$ cat src/rtl/spc_pkg.sv
`timescale 1ns / 1ps
`default_nettype none
// ============================================================================
// spc_pkg: shared types and codes for the shape pair collision test
// pair item and result layouts, pair kind codes, default coordinate width
// ============================================================================
package spc_pkg;

    localparam int FIELD_W        = 16;
    localparam int KIND_W         = 2;
    localparam int COORD_BITS_DEF = 16;

    // pair kind codes
    localparam logic [KIND_W-1:0] KIND_RECT_RECT = 2'd0;
    localparam logic [KIND_W-1:0] KIND_RECT_CIRC = 2'd1;
    localparam logic [KIND_W-1:0] KIND_CIRC_CIRC = 2'd2;
    localparam logic [KIND_W-1:0] KIND_NONE      = 2'd3;

    typedef struct packed {
        logic [KIND_W-1:0]  kind;
        logic [FIELD_W-1:0] a_x;
        logic [FIELD_W-1:0] a_y;
        logic [FIELD_W-1:0] a_w;
        logic [FIELD_W-1:0] a_h;
        logic [FIELD_W-1:0] a_r;
        logic [FIELD_W-1:0] b_x;
        logic [FIELD_W-1:0] b_y;
        logic [FIELD_W-1:0] b_w;
        logic [FIELD_W-1:0] b_h;
        logic [FIELD_W-1:0] b_r;
    } t_pair_item;

    typedef struct packed {
        logic hit;
    } t_hit_result;

endpackage
`default_nettype wire

$ cat src/rtl/spc_if.sv
`timescale 1ns / 1ps
`default_nettype none
// ============================================================================
// spc_if: valid/ready channels of the shape pair collision test
// one channel for pair items, one for hit results
// ============================================================================
interface spc_pair_if;
    logic                valid;
    logic                ready;
    spc_pkg::t_pair_item data;

    modport source (output valid, output data, input ready);
    modport sink   (input valid, input data, output ready);
endinterface

interface spc_hit_if;
    logic                 valid;
    logic                 ready;
    spc_pkg::t_hit_result data;

    modport source (output valid, output data, input ready);
    modport sink   (input valid, input data, output ready);
endinterface
`default_nettype wire

$ cat src/rtl/spc_pair_eval.sv
`timescale 1ns / 1ps
`default_nettype none
// ============================================================================
// spc_pair_eval: overlap test for one registered shape pair
// four squarers serve the rect-circle test, three of them shared with the circle-circle test
// ============================================================================
module spc_pair_eval #(
    parameter int CW = spc_pkg::COORD_BITS_DEF
) (
    input  spc_pkg::t_pair_item i_item,
    output logic                o_hit
);

    localparam int MW = CW + 1;     // magnitude width
    localparam int SW = CW + 2;     // signed difference width
    localparam int QW = 2 * MW;     // square width
    localparam int AW = QW + 1;     // sum of squares width

    logic [CW-1:0] ax, ay, aw, ah, ar, bx, by, bw, bh, br;
    logic [MW-1:0] a_right, a_bot, b_right, b_bot;
    logic [MW-1:0] br_e, dx_m, dy_m, rsum, dl, dr, dh, dt_m, db_m;
    logic signed [SW-1:0] dt, db, dt_neg, db_neg;
    logic [MW-1:0] s0, s1, s2, s3;
    logic [QW-1:0] q0, q1, q2, q3;
    logic [AW-1:0] sum_t, sum_b, r2;
    logic          cc, yin, in_rect, left, right;
    logic          rr_hit, cc_hit, hl, hr, hm, rc_hit;

    assign ax = i_item.a_x[CW-1:0];
    assign ay = i_item.a_y[CW-1:0];
    assign aw = i_item.a_w[CW-1:0];
    assign ah = i_item.a_h[CW-1:0];
    assign ar = i_item.a_r[CW-1:0];
    assign bx = i_item.b_x[CW-1:0];
    assign by = i_item.b_y[CW-1:0];
    assign bw = i_item.b_w[CW-1:0];
    assign bh = i_item.b_h[CW-1:0];
    assign br = i_item.b_r[CW-1:0];

    assign a_right = {1'b0, ax} + {1'b0, aw};
    assign a_bot   = {1'b0, ay} + {1'b0, ah};
    assign b_right = {1'b0, bx} + {1'b0, bw};
    assign b_bot   = {1'b0, by} + {1'b0, bh};
    assign br_e    = {1'b0, br};
    assign rsum    = {1'b0, ar} + {1'b0, br};

    assign dx_m = (ax >= bx) ? {1'b0, ax - bx} : {1'b0, bx - ax};
    assign dy_m = (ay >= by) ? {1'b0, ay - by} : {1'b0, by - ay};

    // rect a against circle b
    assign yin     = (by >= ay) && ({1'b0, by} <= a_bot);
    assign in_rect = (bx >= ax) && ({1'b0, bx} <= a_right) && yin;
    assign left    = (bx <= ax);
    assign right   = ({1'b0, bx} >= a_right);
    assign dl      = {1'b0, ax - bx};
    assign dr      = {1'b0, bx} - a_right;
    assign dh      = left ? dl : dr;

    assign dt     = $signed({2'b00, by}) - $signed({2'b00, ay});
    assign db     = dt - $signed({2'b00, ah});
    assign dt_neg = -dt;
    assign db_neg = -db;
    assign dt_m   = dt[SW-1] ? dt_neg[MW-1:0] : dt[MW-1:0];
    assign db_m   = db[SW-1] ? db_neg[MW-1:0] : db[MW-1:0];

    // squarer operand selection
    assign cc = (i_item.kind == spc_pkg::KIND_CIRC_CIRC);
    assign s0 = cc ? dx_m : dh;
    assign s1 = cc ? dy_m : dt_m;
    assign s2 = db_m;
    assign s3 = cc ? rsum : br_e;

    assign q0 = s0 * s0;
    assign q1 = s1 * s1;
    assign q2 = s2 * s2;
    assign q3 = s3 * s3;

    assign sum_t = {1'b0, q0} + {1'b0, q1};
    assign sum_b = {1'b0, q0} + {1'b0, q2};
    assign r2    = {1'b0, q3};

    assign rr_hit = ({1'b0, ax} < b_right) && ({1'b0, ay} < b_bot)
                 && (a_right > {1'b0, bx}) && (a_bot > {1'b0, by});
    assign cc_hit = (sum_t < r2);

    // left corners inclusive, right corners strict
    assign hl = ((dh <= br_e) && yin) || (sum_t <= r2) || (sum_b <= r2);
    assign hr = ((dh <= br_e) && yin) || (sum_t < r2) || (sum_b < r2);
    assign hm = (dt_m <= br_e) || (db_m <= br_e);
    assign rc_hit = in_rect || (left ? hl : (right ? hr : hm));

    always_comb begin
        case (i_item.kind)
            spc_pkg::KIND_RECT_RECT: o_hit = rr_hit;
            spc_pkg::KIND_RECT_CIRC: o_hit = rc_hit;
            spc_pkg::KIND_CIRC_CIRC: o_hit = cc_hit;
            default:                 o_hit = 1'b0;
        endcase
    end

endmodule
`default_nettype wire

$ cat src/rtl/shape_pair_collision_test_unit.sv
`timescale 1ns / 1ps
`default_nettype none
// a pair passes the input register, then the result register, before its hit result can transfer
// throughput: one pair per cycle while the result side does not stall; the squarers and
// compares sit in one stage between the input register and the result register
// a stalled result holds while the input register can still take one pair
// reset (synchronous, active low) clears both valid flags; no sweep needed
// ============================================================================
// shape_pair_collision_test_unit: pipelined 2-D shape overlap test
// rect-rect, rect-circle and circle-circle pairs, one hit bit per pair
// ============================================================================
module shape_pair_collision_test_unit #(
    parameter int COORD_BITS = spc_pkg::COORD_BITS_DEF
) (
    input  wire             i_clk,
    input  wire             i_rst_n,
    spc_pair_if.sink        i_pair,
    spc_hit_if.source       o_hit
);

    // coordinates are the low COORD_BITS bits of each 16-bit field, at most all 16
    localparam int CW = (COORD_BITS < spc_pkg::FIELD_W) ? COORD_BITS : spc_pkg::FIELD_W;

    // input register stage
    logic                r_in_vld, n_in_vld;
    spc_pkg::t_pair_item r_in;

    // result register stage
    logic                r_out_vld, n_out_vld;
    logic                r_out_hit;

    logic                s1_rdy, s2_rdy;
    logic                in_xfer, s2_load;
    logic                eval_hit;

    // a stage can load when it is empty or its content moves on this cycle
    assign s2_rdy  = !r_out_vld || o_hit.ready;
    assign s1_rdy  = !r_in_vld || s2_rdy;
    assign in_xfer = i_pair.valid && s1_rdy;
    assign s2_load = r_in_vld && s2_rdy;

    assign i_pair.ready = s1_rdy;

    assign n_in_vld  = s1_rdy ? i_pair.valid : r_in_vld;
    assign n_out_vld = s2_rdy ? r_in_vld : r_out_vld;

    always_ff @(posedge i_clk) begin
        if (!i_rst_n) begin
            r_in_vld  <= 1'b0;
            r_out_vld <= 1'b0;
        end else begin
            r_in_vld  <= n_in_vld;
            r_out_vld <= n_out_vld;
        end
    end

    // payload registers, no reset
    always_ff @(posedge i_clk) begin
        if (in_xfer) begin
            r_in <= i_pair.data;
        end
        if (s2_load) begin
            r_out_hit <= eval_hit;
        end
    end

    spc_pair_eval #(
        .CW (CW)
    ) u_eval (
        .i_item (r_in),
        .o_hit  (eval_hit)
    );

    assign o_hit.valid    = r_out_vld;
    assign o_hit.data.hit = r_out_hit;

`ifndef SYNTHESIS
    // an empty result register never blocks the input side
    a_ready_when_empty: assert property (@(posedge i_clk) disable iff (!i_rst_n)
        !r_out_vld |-> i_pair.ready)
        else $error("input stalled with empty result register");

    // an accepted pair lands in the input register
    a_in_capture: assert property (@(posedge i_clk) disable iff (!i_rst_n)
        (i_pair.valid && i_pair.ready) |=> r_in_vld)
        else $error("accepted pair lost");

    // a pair that moves on becomes a pending result
    a_out_capture: assert property (@(posedge i_clk) disable iff (!i_rst_n)
        (r_in_vld && s2_rdy) |=> o_hit.valid)
        else $error("result lost between stages");

    // a pair of no kind never reports a hit
    a_none_no_hit: assert property (@(posedge i_clk) disable iff (!i_rst_n)
        (r_in_vld && s2_rdy && r_in.kind == spc_pkg::KIND_NONE) |=> !o_hit.data.hit)
        else $error("hit reported for unused pair kind");
`endif

endmodule
`default_nettype wire

$ cat src/flat_wrapper.sv
// flat-port wrapper written by rule: the top's interface ports become plain ports
module shape_pair_collision_test_unit_flat 
#(
    parameter int COORD_BITS = spc_pkg::COORD_BITS_DEF
)
  (i_clk, i_rst_n, i_pair_valid, i_pair_data, i_pair_ready, o_hit_valid, o_hit_data, o_hit_ready);
  spc_pair_if i_pair_i ();
  spc_hit_if o_hit_i ();
  input  wire i_clk;
  input  wire i_rst_n;
  input wire logic [$bits(i_pair_i.valid)-1:0] i_pair_valid;
  input wire logic [$bits(i_pair_i.data)-1:0] i_pair_data;
  output wire logic [$bits(i_pair_i.ready)-1:0] i_pair_ready;
  output wire logic [$bits(o_hit_i.valid)-1:0] o_hit_valid;
  output wire logic [$bits(o_hit_i.data)-1:0] o_hit_data;
  input wire logic [$bits(o_hit_i.ready)-1:0] o_hit_ready;
  assign i_pair_i.valid = i_pair_valid;
  assign i_pair_i.data = i_pair_data;
  assign i_pair_ready = i_pair_i.ready;
  assign o_hit_valid = o_hit_i.valid;
  assign o_hit_data = o_hit_i.data;
  assign o_hit_i.ready = o_hit_ready;
  shape_pair_collision_test_unit #(.COORD_BITS(COORD_BITS)) u_core (.i_clk(i_clk), .i_rst_n(i_rst_n), .i_pair(i_pair_i), .o_hit(o_hit_i));
endmodule
$ cat config.mk
export PLATFORM = sky130hd
export DESIGN_NAME = shape_pair_collision_test_unit_flat
export DESIGN_NICKNAME = d
export VERILOG_FILES = /design/src/rtl/spc_pkg.sv /design/src/rtl/spc_if.sv /design/src/rtl/spc_pair_eval.sv /design/src/rtl/shape_pair_collision_test_unit.sv /design/src/flat_wrapper.sv
export SDC_FILE = /design/constraint.sdc
export NUM_CORES = 2
export LEC_CHECK = 0
export BUFFER_PORTS_ARGS = -buffer_cell sky130_fd_sc_hd__buf_4
export CAP_MARGIN = 5
export CORE_UTILIZATION = 35
export CTS_CLUSTER_DIAMETER = 60
export CTS_CLUSTER_SIZE = 25
export DETAILED_ROUTE_END_ITERATION = 6
export SYNTH_ARGS = -nofsm -noshare
export SYNTH_HDL_FRONTEND = slang
export SYNTH_HIERARCHICAL = 1
export SYNTH_SLANG_ARGS = --single-unit
$ cat constraint.sdc
create_clock -name i_clk -period 20.3 [get_ports i_clk]
set_clock_uncertainty 0.1 [all_clocks]
set_input_delay 1.015 -clock i_clk [delete_from_list [all_inputs] [get_ports i_clk]]
set_output_delay 1.015 -clock i_clk [all_outputs]
set_load 0.1 [all_outputs]
==> impl_metrics.tcl <==
set metrics [dict create \
    status "finished with violations" \
    violations "DRC" \
    fmax_mhz 56.2 \
    finalWirelength_mm 140 \
    drt_pre_antenna_iters 7 \
    drc_errors 3 \
    ys_seq_area_share_pct 9.43 \
    dpl_cell_area_mm2 0.0560 \
    min_path_type "reg -> reg" \
    worstMarginPinSlew_ns 1.25 \
    crit_path_end "u_core/o_hit.data" \
    end_kind "register" \
    crit_arrival_ns 18.01 \
    ioPinCount 169 \
    syn2layout_area_growth_pct 8.15 \
    crit_required_ns 20.51 \
    multi_input_area_mm2 0.0418 \
    synth_edf_count 163 \
    cp-start-kind "register" \
    grt_usage_pct 18.8 \
    postCtsResizedCells 0 \
    drv_slew 0 \
    fin_nets 7767 \
    fin_area_mm2 0.0566 \
    whs_ns 0.439 \
    n_fill_cell 15000 \
    synth-seq-cells 165 \
    crit-reg2reg-launch "u_core/r_in[65]" \
    async_reset_ff_share_pct 0 \
    die_y_um 389 \
    final_util_pct 38.3 \
    cts_tree "yes" \
    syn_inst 5867 \
    synthesis.area_mm2 0.0524 \
    htree_levels 4 \
    finalSetupTns_ns 0 \
    cts.sinks 165 \
    relSlewSlack_pct 14.8 \
    netlist-cell-type-count 103 \
    cts_setup_buffers 0 \
    drive_gt1_share_pct 5.95 \
    synth_ff_type "edfxtp_1" \
    clockBufferDepth 2 \
    r2r_cells 60 \
    finalHoldViolations 0 \
    root_buffer "clkbuf_16" \
    drt-initial-drc-count 2379 \
    rows 141 \
    start_util_pct 35.4 \
    reg2reg_slack_ns 2.49 \
    path_max_fanout 19 \
    hpwl_mm 122 \
    grt_max_degree 76 \
    n_antenna_cell 0 \
    clk_pin_slew_ns 0.08 \
    gp_congestion 0.937 \
    crit_slowest_cell "mux2i_2" \
    fin_crit_sh_pct 87.7 \
    avgSynthCellArea_um2 8.92 \
    cts_buffers 17 \
    synth_warnings 6 \
    core_mm2 0.148 \
    worstSetupStartpoint "u_core/r_in[65]" \
    route.vias.total 40100 \
    antenna_found_initial 1 \
    via_per_inst 5.05 \
    die_area_mm2 0.151 \
    wl_per_cell_um 17.6 \
    seqCellArea_mm2 0.00493 \
    crit_path_max_incr_delay_ns 0.97 \
    die_x_um 389 \
    path_common_cell "fa_1" \
    max_cap_viol_count 0 \
    grt_setup_unrepaired "false" \
    r2r_end "u_core/o_hit.data" \
    cts_hold_buf 0 \
    finalSetupViolations 0 \
    clock_latency_ns 0.49 \
    ant_nets 0 \
    grt_overflow 0 \
    period_needed_ns 17.81 \
    portBuffers 168 \
    path_class "reg -> reg" \
    grt_pass1_wl_mm 224 \
    grt_pass1_vias 42100 \
]
## state kept, by name, summed over array words and instances, names as in the netlist
signal	count
u_core/o_hit.valid	1
u_core/o_hit.data	1
u_core/r_in_vld	1
u_core/r_in	162
## per-layer routing
metal | global-route usage [%] | share of wire (%) | vias to the layer above | wire length, um
met5 | 0 | 0.0050 | - | 7
met4 | 8.37 | 4.6 | 2 | 6430
li1 | - | - | 19000 | -
met2 | 32.6 | 49 | 987 | 68200
met3 | 1.86 | 4.9 | 195 | 6810
met1 | 23.5 | 42 | 19900 | 58200
## synthesized netlist by cell type, drive strengths merged (26+ instances only)
master | instances | area, um^2
a21o | 129 | 968
a21oi | 255 | 1300
a31oi | 29 | 181
and3 | 40 | 250
buf | 38 | 208
clkbuf | 83 | 312
edfxtp | 163 | 4890
fa | 844 | 16900
ha | 758 | 9480
inv | 1359 | 5100
mux2i | 40 | 420
nand2 | 364 | 1370
nand2b | 67 | 419
nand3 | 63 | 315
nand4 | 45 | 282
nor2 | 514 | 1930
nor2b | 51 | 327
nor3 | 61 | 310
o211ai | 26 | 200
o21a | 69 | 518
o21ai | 148 | 756
o21bai | 48 | 360
or2 | 56 | 350
xnor2 | 204 | 1790
xor2 | 97 | 857
## how the worst min path moves through the flow
| stage | from | end | cells past startpoint |
|---|---|---|---|
| final | u_core/o_hit.valid | u_core/r_in_vld | 2 |
| after detailed placement | u_core/o_hit.valid | u_core/r_in_vld | 2 |
| after global routing | u_core/o_hit.valid | u_core/r_in_vld | 2 |
| after global placement | u_core/o_hit.valid | u_core/r_in_vld | 2 |
| after CTS | u_core/o_hit.valid | u_core/r_in_vld | 2 |
| after floorplan | u_core/r_in_vld | u_core/o_hit.valid | 1 |
## critical path: cells and delay by family (launching register included)
family | cells | cell delay (ns)
XOR/XNOR | 3 | 0.55
adder cells (fa/ha/maj) | 15 | 6.65
multiplexers | 2 | 1.18
flip-flops | 1 | 0.55
buffers and inverters | 8 | 0.52
AO/OA/AOI/OAI | 24 | 5.40
AND/OR/NAND/NOR | 8 | 2.63
## cell type report
cell class	count	area share, %
multi-input combinational	4207	73.8
inverter	1383	9.17
sequential	165	8.71
tap	1930	4.26
timing repair buffer	225	2.98
clock buffer	17	0.751
clock inverter	15	0.289
## cell families after synthesis
group | count (synthesis) | synth area share [%]
XOR/XNOR | 301 | 5.06
flip-flops | 165 | 9.43
AND/OR/NAND/NOR | 1359 | 11.9
adder cells (fa/ha/maj) | 1602 | 50.4
multiplexers | 41 | 0.824
buffers and inverters | 1504 | 10.9
other | 2 | 0.0143
AO/OA/AOI/OAI | 893 | 11.4
## stage by stage
| stage | instances | worst slack, ns |
|---|---|---|
| floorplan | 5876 | 5.04 |
| global placement | 7910 | 2.96 |
| detailed placement | 7910 | 2.63 |
| CTS | 7942 | 2.58 |
| global route | 7942 | 1.57 |
| finish | 7942 | 2.49 |
## cells in the final DEF (no fill, tap or decap), types with 132 or more instances in the layout
cell         n
inv_1     1354
fa_1       844
ha_1       758
nor2_1     513
nand2_1    364
a21oi_1    251
buf_4      225
xnor2_1    202
edfxtp_1   163
o21ai_0    132
Power is left out: the tool's default activity adds up to more than one toggle a clock period on the data nets, which glitch-free logic cannot reach.
